**config.mk**
```make
export PLATFORM = sky130hd
export DESIGN_NAME = deque_with_bidirectional_readout_unit
export DESIGN_NICKNAME = d
export VERILOG_FILES = /design/src/hw/rtl/dq_pkg.sv /design/src/hw/rtl/dq_mem.sv /design/src/hw/rtl/deque_with_bidirectional_readout_unit.sv
export SDC_FILE = /design/constraint.sdc
export NUM_CORES = 1
export LEC_CHECK = 0
export BUFFER_PORTS_ARGS = -buffer_cell sky130_fd_sc_hd__clkbuf_2
export CORE_MARGIN = 4
export CORE_UTILIZATION = 47
export CTS_CLUSTER_SIZE = 12
export DETAILED_ROUTE_END_ITERATION = 16
export GPL_ROUTABILITY_DRIVEN = 0
export HOLD_SLACK_MARGIN = 0.15
export PLACE_DENSITY_LB_ADDON = 0.12
export SKIP_LAST_GASP = 1
export SLEW_MARGIN = 15
export SYNTH_ARGS = -nofsm -noshare
export SYNTH_HDL_FRONTEND = slang
export SYNTH_SLANG_ARGS = --single-unit
```
**constraint.sdc**
```tcl
create_clock -name i_clk -period 10 [get_ports i_clk]
set_input_delay 1 -clock i_clk [delete_from_list [all_inputs] [get_ports i_clk]]
set_output_delay 1 -clock i_clk [all_outputs]
set_load 0.01 [all_outputs]
```
**src/hw/rtl/dq_pkg.sv**
```systemverilog
// shared types and constants for the double-ended queue
package dq_pkg;

    localparam int DEPTH_DEF = 32;
    localparam int WORD_W    = 32;

    typedef enum logic [1:0] {
        ACT_PUSH_FRONT = 2'd0,
        ACT_PUSH_BACK  = 2'd1,
        ACT_READ_FWD   = 2'd2,
        ACT_READ_BWD   = 2'd3
    } t_action;

    typedef enum logic [1:0] {
        STAT_OK    = 2'd0,
        STAT_FULL  = 2'd1,
        STAT_EMPTY = 2'd2
    } t_status;

endpackage

```
**src/hw/rtl/dq_mem.sv**
```systemverilog
// word storage: one write port and one registered read port with enable
module dq_mem #(
    parameter int DEPTH = dq_pkg::DEPTH_DEF,
    localparam int AW = $clog2(DEPTH)
) (
    input  logic                              i_clk,
    input  logic                              i_wr_en,
    input  logic [AW-1:0]                     i_wr_addr,
    input  logic signed [dq_pkg::WORD_W-1:0]  i_wr_data,
    input  logic                              i_rd_en,
    input  logic [AW-1:0]                     i_rd_addr,
    output logic signed [dq_pkg::WORD_W-1:0]  o_rd_data
);

    logic signed [dq_pkg::WORD_W-1:0] r_mem [DEPTH];
    logic signed [dq_pkg::WORD_W-1:0] r_rd_data;

    always_ff @(posedge i_clk) begin
        if (i_wr_en) begin
            r_mem[i_wr_addr] <= i_wr_data;
        end
    end

    // read data holds while no read is issued
    always_ff @(posedge i_clk) begin
        if (i_rd_en) begin
            r_rd_data <= r_mem[i_rd_addr];
        end
    end

    assign o_rd_data = r_rd_data;

endmodule

```
**src/hw/rtl/deque_with_bidirectional_readout_unit.sv**
```systemverilog
// double-ended queue top level: control sequencer, pointers and output register
//
//  channel | handshake             | payload
//  --------+-----------------------+----------------------------
//  in      | i_valid / o_stall     | i_action, i_value
//  out     | o_valid / i_stall     | o_word, o_last, o_status
//
// a push or an empty readout yields one result.
// a readout of n words yields one word per cycle while the output is not
// stalled, through the single read port of the storage memory.
// reset clears the front pointer and the word count; storage is not cleared.
// a stall on the output freezes the readout walk and holds the result.
// no request is taken while a readout is in progress.
module deque_with_bidirectional_readout_unit #(
    parameter int DEPTH = dq_pkg::DEPTH_DEF
) (
    input  logic                              i_clk,
    input  logic                              i_rst_n,
    input  logic                              i_valid,
    output logic                              o_stall,
    input  logic [1:0]                        i_action,
    input  logic signed [dq_pkg::WORD_W-1:0]  i_value,
    output logic                              o_valid,
    input  logic                              i_stall,
    output logic signed [dq_pkg::WORD_W-1:0]  o_word,
    output logic                              o_last,
    output logic [1:0]                        o_status
);

    localparam int AW = $clog2(DEPTH);
    localparam int CW = $clog2(DEPTH + 1);
    localparam logic [CW-1:0] FULL_COUNT = CW'(DEPTH);
    localparam logic [AW-1:0] LAST_SLOT  = AW'(DEPTH - 1);
    localparam logic [AW:0]   WRAP_SUM   = (AW + 1)'(DEPTH);

    typedef enum logic {
        S_IDLE,
        S_READ
    } t_state;

    t_state           r_state, n_state;
    logic [AW-1:0]    r_front, n_front;
    logic [CW-1:0]    r_count, n_count;
    logic [AW-1:0]    r_slot, n_slot;
    logic [CW-1:0]    r_left, n_left;
    logic             r_bwd, n_bwd;
    logic             r_out_valid, n_out_valid;
    logic signed [dq_pkg::WORD_W-1:0] r_out_word, n_out_word;
    logic             r_out_last, n_out_last;
    dq_pkg::t_status  r_out_status, n_out_status;

    logic             out_free;
    logic             in_acc;
    logic             is_full;
    logic             mem_wr_en;
    logic [AW-1:0]    mem_wr_addr;
    logic             mem_rd_en;
    logic [AW-1:0]    mem_rd_addr;
    logic signed [dq_pkg::WORD_W-1:0] mem_rd_data;

    logic [AW-1:0]    front_dec;
    logic [AW:0]      back_sum;
    logic [AW-1:0]    back_slot;
    logic [AW:0]      tail_sum;
    logic [AW-1:0]    tail_slot;
    logic [CW-1:0]    count_m1;
    logic [AW-1:0]    step_slot;

    // modular slot arithmetic: sums stay below twice the depth
    always_comb begin
        count_m1  = r_count - 1'b1;
        front_dec = (r_front == '0) ? LAST_SLOT : r_front - 1'b1;
        back_sum  = {1'b0, r_front} + {1'b0, r_count[AW-1:0]};
        back_slot = (back_sum >= WRAP_SUM) ? AW'(back_sum - WRAP_SUM) : back_sum[AW-1:0];
        tail_sum  = {1'b0, r_front} + {1'b0, count_m1[AW-1:0]};
        tail_slot = (tail_sum >= WRAP_SUM) ? AW'(tail_sum - WRAP_SUM) : tail_sum[AW-1:0];
        if (r_bwd) begin
            step_slot = (r_slot == '0) ? LAST_SLOT : r_slot - 1'b1;
        end else begin
            step_slot = (r_slot == LAST_SLOT) ? '0 : r_slot + 1'b1;
        end
    end

    assign out_free = !r_out_valid || !i_stall;
    assign is_full  = (r_count >= FULL_COUNT);
    assign in_acc   = i_valid && (r_state == S_IDLE) && out_free;
    assign o_stall  = !((r_state == S_IDLE) && out_free);

    always_comb begin
        n_state      = r_state;
        n_front      = r_front;
        n_count      = r_count;
        n_slot       = r_slot;
        n_left       = r_left;
        n_bwd        = r_bwd;
        n_out_valid  = r_out_valid && i_stall;
        n_out_word   = r_out_word;
        n_out_last   = r_out_last;
        n_out_status = r_out_status;
        mem_wr_en    = 1'b0;
        mem_wr_addr  = back_slot;
        mem_rd_en    = 1'b0;
        mem_rd_addr  = step_slot;

        unique case (r_state)
            S_IDLE: begin
                if (in_acc) begin
                    n_out_valid  = 1'b1;
                    n_out_word   = '0;
                    n_out_last   = 1'b1;
                    n_out_status = dq_pkg::STAT_OK;
                    unique case (dq_pkg::t_action'(i_action))
                        dq_pkg::ACT_PUSH_FRONT: begin
                            if (is_full) begin
                                n_out_status = dq_pkg::STAT_FULL;
                            end else begin
                                mem_wr_en   = 1'b1;
                                mem_wr_addr = front_dec;
                                n_front     = front_dec;
                                n_count     = r_count + 1'b1;
                            end
                        end
                        dq_pkg::ACT_PUSH_BACK: begin
                            if (is_full) begin
                                n_out_status = dq_pkg::STAT_FULL;
                            end else begin
                                mem_wr_en   = 1'b1;
                                mem_wr_addr = back_slot;
                                n_count     = r_count + 1'b1;
                            end
                        end
                        dq_pkg::ACT_READ_FWD, dq_pkg::ACT_READ_BWD: begin
                            if (r_count == '0) begin
                                n_out_status = dq_pkg::STAT_EMPTY;
                            end else begin
                                // first word comes out after the read latency
                                n_out_valid = 1'b0;
                                n_bwd       = (i_action == dq_pkg::ACT_READ_BWD);
                                mem_rd_en   = 1'b1;
                                mem_rd_addr = (i_action == dq_pkg::ACT_READ_BWD) ?
                                              tail_slot : r_front;
                                n_slot      = mem_rd_addr;
                                n_left      = r_count;
                                n_state     = S_READ;
                            end
                        end
                        default: begin
                            n_out_valid = 1'b0;
                        end
                    endcase
                end
            end
            S_READ: begin
                if (out_free) begin
                    n_out_valid  = 1'b1;
                    n_out_word   = mem_rd_data;
                    n_out_last   = (r_left == CW'(1));
                    n_out_status = dq_pkg::STAT_OK;
                    n_left       = r_left - 1'b1;
                    if (r_left == CW'(1)) begin
                        n_state = S_IDLE;
                    end else begin
                        mem_rd_en   = 1'b1;
                        mem_rd_addr = step_slot;
                        n_slot      = step_slot;
                    end
                end
            end
            default: begin
                n_state = S_IDLE;
            end
        endcase
    end

    always_ff @(posedge i_clk) begin
        r_out_word   <= n_out_word;
        r_out_last   <= n_out_last;
        r_out_status <= n_out_status;
        r_slot       <= n_slot;
        r_bwd        <= n_bwd;
        if (!i_rst_n) begin
            r_state     <= S_IDLE;
            r_front     <= '0;
            r_count     <= '0;
            r_left      <= '0;
            r_out_valid <= 1'b0;
        end else begin
            r_state     <= n_state;
            r_front     <= n_front;
            r_count     <= n_count;
            r_left      <= n_left;
            r_out_valid <= n_out_valid;
        end
    end

    // writes only happen in idle, so a read never overlaps a write in flight
    dq_mem #(
        .DEPTH (DEPTH)
    ) u_mem (
        .i_clk     (i_clk),
        .i_wr_en   (mem_wr_en),
        .i_wr_addr (mem_wr_addr),
        .i_wr_data (i_value),
        .i_rd_en   (mem_rd_en),
        .i_rd_addr (mem_rd_addr),
        .o_rd_data (mem_rd_data)
    );

    assign o_valid  = r_out_valid;
    assign o_word   = r_out_word;
    assign o_last   = r_out_last;
    assign o_status = r_out_status;

    a_count_bound: assert property (@(posedge i_clk) disable iff (!i_rst_n)
        r_count <= FULL_COUNT)
        else $error("word count above depth");

    a_no_write_in_read: assert property (@(posedge i_clk) disable iff (!i_rst_n)
        (r_state == S_READ) |-> !mem_wr_en)
        else $error("storage written during readout");

    a_read_left: assert property (@(posedge i_clk) disable iff (!i_rst_n)
        (r_state == S_READ) |-> (r_left != '0) && (r_left <= r_count))
        else $error("readout walk count out of range");

    a_push_result: assert property (@(posedge i_clk) disable iff (!i_rst_n)
        (in_acc && !i_action[1]) |=> (r_out_valid && r_out_last &&
        (r_out_status == dq_pkg::STAT_OK || r_out_status == dq_pkg::STAT_FULL)))
        else $error("push request gave no status result");

    a_empty_read: assert property (@(posedge i_clk) disable iff (!i_rst_n)
        (in_acc && i_action[1] && (r_count == '0)) |=>
        (r_out_valid && r_out_last && r_out_status == dq_pkg::STAT_EMPTY &&
         r_state == S_IDLE))
        else $error("empty readout not flagged");

endmodule

```
==> out/summary.txt, run 1 <==
leading area contributor after synthesis -> edfxtp_1
WL final -> 121 mm
Fin. Hold Viols -> 0
number of port buffers -> 74
relative max-transition margin -> 22.9%
switching power total -> 2.29 mW
CP Class -> flop to flop
post-route antenna net violation count -> 0
vias in the first global route -> 25000
Worst EP arrival -> 5.60 ns
drt pass-1 iters -> 10
Worst Path Max Fanout -> 182
mean post-synth cell area -> 15.7 sq um
Post-Layout Cell Count -> 4211
register area share after synthesis -> 75.5%
worst hold path class -> flop to flop
Pwr per Cell Area -> 201 mW/mm^2
Max-Cap Viols -> 0
hold slack -> 0.522 ns
fin crit share -> 50.6%
Crit Reg-Reg Endpoint -> u_mem.o_rd_data[29]
multi-input logic area -> 0.0102 sq mm
Slew Limit Fails -> 0
WP data required -> 10.54 ns
cell family with most CP delay -> simple AND/OR/NAND/NOR gates
starting density of the core -> 47.3%
Clk pwr share -> 39.9%
CTS tree -> done
layout cells sized above 1 -> 13.8%
status -> finished, final reports clean
worst-path cell chain -> inv_1, ha_1, mux2i_1, or3_4, buf_4, nand2_4, buf_12, a211oi_1, nor4_1, o22ai_1, a31oi_1
Post-DP HPWL -> 63.9 mm
WP buf/inv -> 3
post-place setup slack -> 4.71 ns
RSZ-0062 raised after global routing -> false
Worst-path clk slew -> 0.06 ns
Final nets -> 2928
number of buffers created by CTS -> 115
R2R depth -> 11
Async SR Flop Fraction -> 0%
top-count cell post-synth -> edfxtp_1
Sw Share -> 23.0%
final instance area -> 0.0495 sq mm
Hold Crit Depth -> 1
Worst IR Drop VDD -> 147 uV
Via-to-Cell Ratio -> 6.08
final setup fails -> 0
initial antenna violation count -> 5
area delta synth->final -> 12.2%
All-Layer GR Usage -> 24.5%
postcts setup bufs -> 0
Via Count -> 25600
setup_tns -> 0 ns
critical path's largest stage delay -> 0.76 ns
# resized after CTS -> 0
top-area cell type share of the netlist area -> 74.7%
GRT overflow -> 0
Leakage -> 16.6 nW
Synth Net Count -> 2874
nature of the critical path endpoint -> flop
Clock Sinks -> 1116
Seq pwr share -> 52.4%
Synth cell types -> 59
Post-Syn Area -> 0.0441 sq mm
first-pass GRT wire length -> 176 mm
number of synthesized flops with an enable pin -> 1097
crit start category -> flop
Final WS setup -> 4.94 ns
Worst-Skew Late Latency -> 0.70 ns
worst hold path startpoint -> u_mem.o_rd_data[28]
placed cell area -> 0.0460 sq mm
Post-synth top cells -> 1097 x edfxtp_1, 412 x nand2_1, 260 x and3_1
Final Power -> 9.96 mW
Synth Warn # -> 0
Placed Cells -> 4008
crit path max-delay cell type -> nor4_1
Worst path depth -> 11
Register Area -> 0.0333 sq mm
Worst R2R Start -> r_count[0]
Die X -> 314 um
core box area -> 0.0932 sq mm
r2r setup slk -> 4.94 ns
boundary pin count -> 75
Tmin final -> 5.06 ns
Iter 0 DRT Violations -> 3326
hold_buf cts -> 0
Fill cells -> 7455
Fin Clk Skew -> 0.0279 ns
drt drc -> 0
WHS Endpoint -> o_word[28]
Int Pwr -> 7.67 mW
largest net degree at the start of global routing -> 183
post-synthesis cell count -> 2817
Seq cells post-synth -> 1116
ranking of synthesized cells by area -> edfxtp_1 75%, a211oi_1 4.4%, and3_1 3.7%
fin util -> 53.1%
chip height -> 314 um
Slew @ Worst Pin -> 1.14 ns
deepest clock path buffer count -> 3
row count -> 112
worst setup path startpoint -> r_count[0]
wire length per cell -> 28.8 um
Max Clk Rate -> 198 MHz
die area -> 0.0988 sq mm
most common flop cell mapped by yosys -> edfxtp_1
H-tree levels -> 3
combinational share of power -> 7.7%
CTS root buf -> clkbuf_16
[cells in the final DEF (no fill, tap or decap), drive strengths merged, types with 44 or more instances in the layout]
cell type and instances:
edfxtp 1097, nand2 412, and3 260, a211oi 257, clkbuf 224, nor2 72
mux4 65, nor4 65, buf 63, a21oi 54, and2 44
[flip-flops by register name, indices dropped and copies added, names as in the netlist]
signal           flops
u_mem.o_rd_data     32
o_status             2
o_word              32
r_state              1
o_last               1
o_valid              1
r_front              5
r_left               6
r_count              6
r_bwd                1
u_mem.r_mem       1024
r_slot               5
[worst reg2reg max path, delay by kind of cell (launching register included)]
kind,cells,cell delay (ns)
simple gates,3,1.81
flops,1,0.48
compound gates,3,0.86
buf+inv,3,1.25
mux,1,0.12
fa+ha+maj,1,0.39
[how the worst max path moves through the flow]
stage | slack, ns | endpoint
2_1_floorplan | 5.93 | u_mem.r_mem[0][0]
3_3_place_gp | 4.76 | u_mem.o_rd_data[29]
3_5_place_dp | 4.71 | u_mem.o_rd_data[29]
4_1_cts | 5.04 | u_mem.o_rd_data[29]
5_1_grt | 4.64 | u_mem.o_rd_data[19]
6_report | 4.94 | u_mem.o_rd_data[29]
[logic make-up after synthesis]
logic type / synth area share, %
flip-flops: 75.5
multiplexers: 3.48
XOR/XNOR: 0.457
buffers and inverters: 2.16
AND/OR/NAND/NOR: 9.86
adder cells (fa/ha/maj): 0.573
AO/OA/AOI/OAI: 7.94
[metal layers]
metal | vias to the layer above | share of wire [%] | track usage, %
met4 | 0 | 2.3 | 6.52
met1 | 13200 | 43 | 35.4
met5 | - | 0 | 0
met2 | 1057 | 47 | 38.6
li1 | 11200 | - | -
met3 | 152 | 8.3 | 4.63
[power groups by stage]
stage	registers, mW	clock network, mW	logic [mW]
floorplan	5.32	0	0.453
global placement	5.32	0	0.757
detailed placement	5.32	0	0.769
CTS	5.22	4.04	0.771
global route	5.22	4.25	0.830
finish	5.22	3.97	0.770
[final cells by class]
type | instances | share of cell area [%]
antenna | 2 | 0.0101
clock buffer | 150 | 6.08
clock inverter | 51 | 0.893
inverter | 15 | 0.114
multi-input combinational | 1486 | 20.6
sequential | 1116 | 67.3
tap | 1254 | 3.17
timing repair buffer | 137 | 1.75
No activity file was read; power rests on OpenSTA's default activity.
==> inputs of run 2 (changes only) <==
==> constraint.sdc (replaced) <==
create_clock -name i_clk -period 4.4 [get_ports i_clk]
set_input_delay 0.44 -clock i_clk [delete_from_list [all_inputs] [get_ports i_clk]]
set_output_delay 0.44 -clock i_clk [all_outputs]
set_load 0.01 [all_outputs]
==> out/summary.txt, run 2 (synthesized netlist as in run 1, its figures left out) <==
initial antenna violation count -> 1 (-4)
status -> finished, final reports clean
GRT overflow -> 0 (unchanged)
Tmin final -> 3.96 ns (-1.10 ns)
Worst Setup EP -> u_mem.o_rd_data[15]
wire length per cell -> 28.7 um (-0.33%)
Fin Clk Skew -> 0.0201 ns (-0.00777 ns)
# resized after CTS -> 0 (unchanged)
setup_tns -> 0 ns (unchanged)
All-Layer GR Usage -> 24.6% (+0.16 points)
relative max-transition margin -> 40.6% (+18 points)
post-route antenna net violation count -> 0 (unchanged)
nature of the critical path endpoint -> flop
Max Clk Rate -> 253 MHz (+28%)
area delta synth->final -> 13.8%
Iter 0 DRT Violations -> 3129 (-5.9%)
Max-Cap Viols -> 0 (unchanged)
Worst Path Max Fanout -> 32 (-82%)
Fill cells -> 7480 (+0.34%)
Hold Crit Depth -> 3 (+2)
Worst-Skew Late Latency -> 0.69 ns (about the same)
drt pass-1 iters -> 6 (-4)
largest net degree at the start of global routing -> 171 (-6.6%)
Slew Limit Fails -> 0 (unchanged)
worst hold path class -> input port to flop
WP buf/inv -> 2 (-1)
row count -> 112 (unchanged)
boundary pin count -> 75 (unchanged)
Worst EP arrival -> 4.48 ns (-1.12 ns)
worst-path cell chain -> inv_1, ha_1, fa_1, xnor2_1, mux2_2, nand3_1, o32a_2, buf_4, a211oi_1, nor4_1, o22ai_1, a31oi_1
Clock Sinks -> 1116 (unchanged)
worst setup path startpoint -> r_count[0]
CP Class -> flop to flop
placed cell area -> 0.0468 sq mm (+1.6%)
WP data required -> 4.93 ns (-5.61 ns)
final setup fails -> 0 (unchanged)
Slew @ Worst Pin -> 0.889 ns (-0.255 ns)
cell family with most CP delay -> compound AO/OA/AOI/OAI gates
RSZ-0062 raised after global routing -> false
final instance area -> 0.0502 sq mm (+1.4%)
max reg flops -> 1024 (unchanged)
Via-to-Cell Ratio -> 6.09 (about the same)
number of port buffers -> 74 (unchanged)
Via Count -> 26000 (+1.4%)
CTS root buf -> clkbuf_16
core box area -> 0.0932 sq mm (unchanged)
vias in the first global route -> 25500 (+1.8%)
WL final -> 123 mm (+0.95%)
CTS tree -> done
Worst IR Drop VDD -> 310 uV (+110%)
deepest clock path buffer count -> 3 (unchanged)
Leakage -> 17.0 nW (+2.3%)
layout cells sized above 1 -> 15.2% (+1.4 points)
Crit Reg-Reg Endpoint -> u_mem.o_rd_data[15]
register with the most flip-flops -> u_mem.r_mem
most common cell after layout, fill and taps aside -> edfxtp_1
number of buffers created by CTS -> 114 (-0.87%)
drt drc -> 0 (unchanged)
Pwr per Cell Area -> 452 mW/mm^2 (+120%)
crit start category -> flop
Die X -> 314 um (unchanged)
H-tree levels -> 3 (unchanged)
die area -> 0.0988 sq mm (unchanged)
fin crit share -> 89.9% (+39 points)
first-pass GRT wire length -> 177 mm (+1.0%)
Final nets -> 2987 (+2.0%)
Fin. Hold Viols -> 0 (unchanged)
# diodes -> 0 (-2)
Post-DP HPWL -> 69.0 mm (+7.9%)
r2r setup slk -> 0.44 ns (-4.50 ns)
starting density of the core -> 47.3% (unchanged)
R2R depth -> 12 (+1)
crit path max-delay cell type -> buf_4
postcts setup bufs -> 0 (unchanged)
critical path's largest stage delay -> 0.53 ns (-0.23 ns)
commonest non-fill, non-tap cells in the layout -> 1097 x edfxtp_1, 411 x nand2_1, 260 x and3_1
Worst-path clk slew -> 0.06 ns (about the same)
Worst path depth -> 12 (+1)
chip height -> 314 um (unchanged)
Worst R2R Start -> r_count[0]
==> run 2: cell count changes in the layout (fill, tap and decap cells not counted), sizes merged <==
cell / before / now
dlygate4sd3: 0 / 3
buf: 63 / 120
bufinv: 5 / 4
diode: 2 / 0
clkbuf: 224 / 227
inv: 18 / 17
clkinv: 41 / 36
==> run 2: worst register-to-register path, stage by stage, from the launching register on <==
cell and delay [ns]:
dfxtp_1 0.45, inv_1 0.16, ha_1 0.37, fa_1 0.42, xnor2_1 0.15, mux2_2 0.28
nand3_1 0.12, o32a_2 0.42, buf_4 0.53, a211oi_1 0.13, nor4_1 0.40, o22ai_1 0.19
a31oi_1 0.18
==> run 2: through the flow <==
stage	util, %	power (mW)	hold slack [ns]	std cells	setup slack, ns
after floorplan	-	13.1	0.476	2817	0.619
after global placement	50.2	13.9	0.515	4065	0.582
after detailed placement	50.2	13.9	0.518	4065	0.498
after CTS	53.9	22.8	0.192	4265	0.472
after global routing	53.9	23.5	0.251	4265	0.261
final	53.9	22.7	0.229	4265	0.444
==> run 2: cell type report <==
type / count / area (sq um) / share of cell area, %
Sequential cell: 1116 / 33300 / 66.4
Tap cell: 1254 / 1570 / 3.13
Inverter: 15 / 56.3 / 0.112
Multi-Input combinational cell: 1486 / 10200 / 20.3
Clock inverter: 44 / 344 / 0.686
Timing Repair Buffer: 197 / 1630 / 3.24
Clock buffer: 153 / 3060 / 6.10
==> run 2: layer usage <==
metal	global-route usage, %	wire (um)	vias to the layer above
li1	-	-	11300
met1	34.5	51300	13500
met2	40.3	59600	988
met3	4.38	8740	179
met4	6.29	2950	0
met5	0	0	-
==> run 2: report_power, final <==
part	total, mW	internal, mW	switching, mW
clock	8.96	5.07	3.89
sequential	11.9	11.8	0.0500
combinational	1.85	0.600	1.25
==> run 2: worst min-delay path by stage <==
stage / startpoint / end / slack, ns
after floorplan: r_left[0] / r_left[0] / 0.48
after global placement: r_left[1] / r_left[1] / 0.52
after detailed placement: r_left[0] / r_left[0] / 0.52
after CTS: i_rst_n / r_front[3] / 0.19
after global routing: i_rst_n / r_front[3] / 0.25
final: i_rst_n / r_front[3] / 0.23
==> run 2: repair_timing <==
action,in CTS,in global routing
endpoints found under the setup margin,0,0
hold buffers,3,0
hold endpoints to repair,2,0
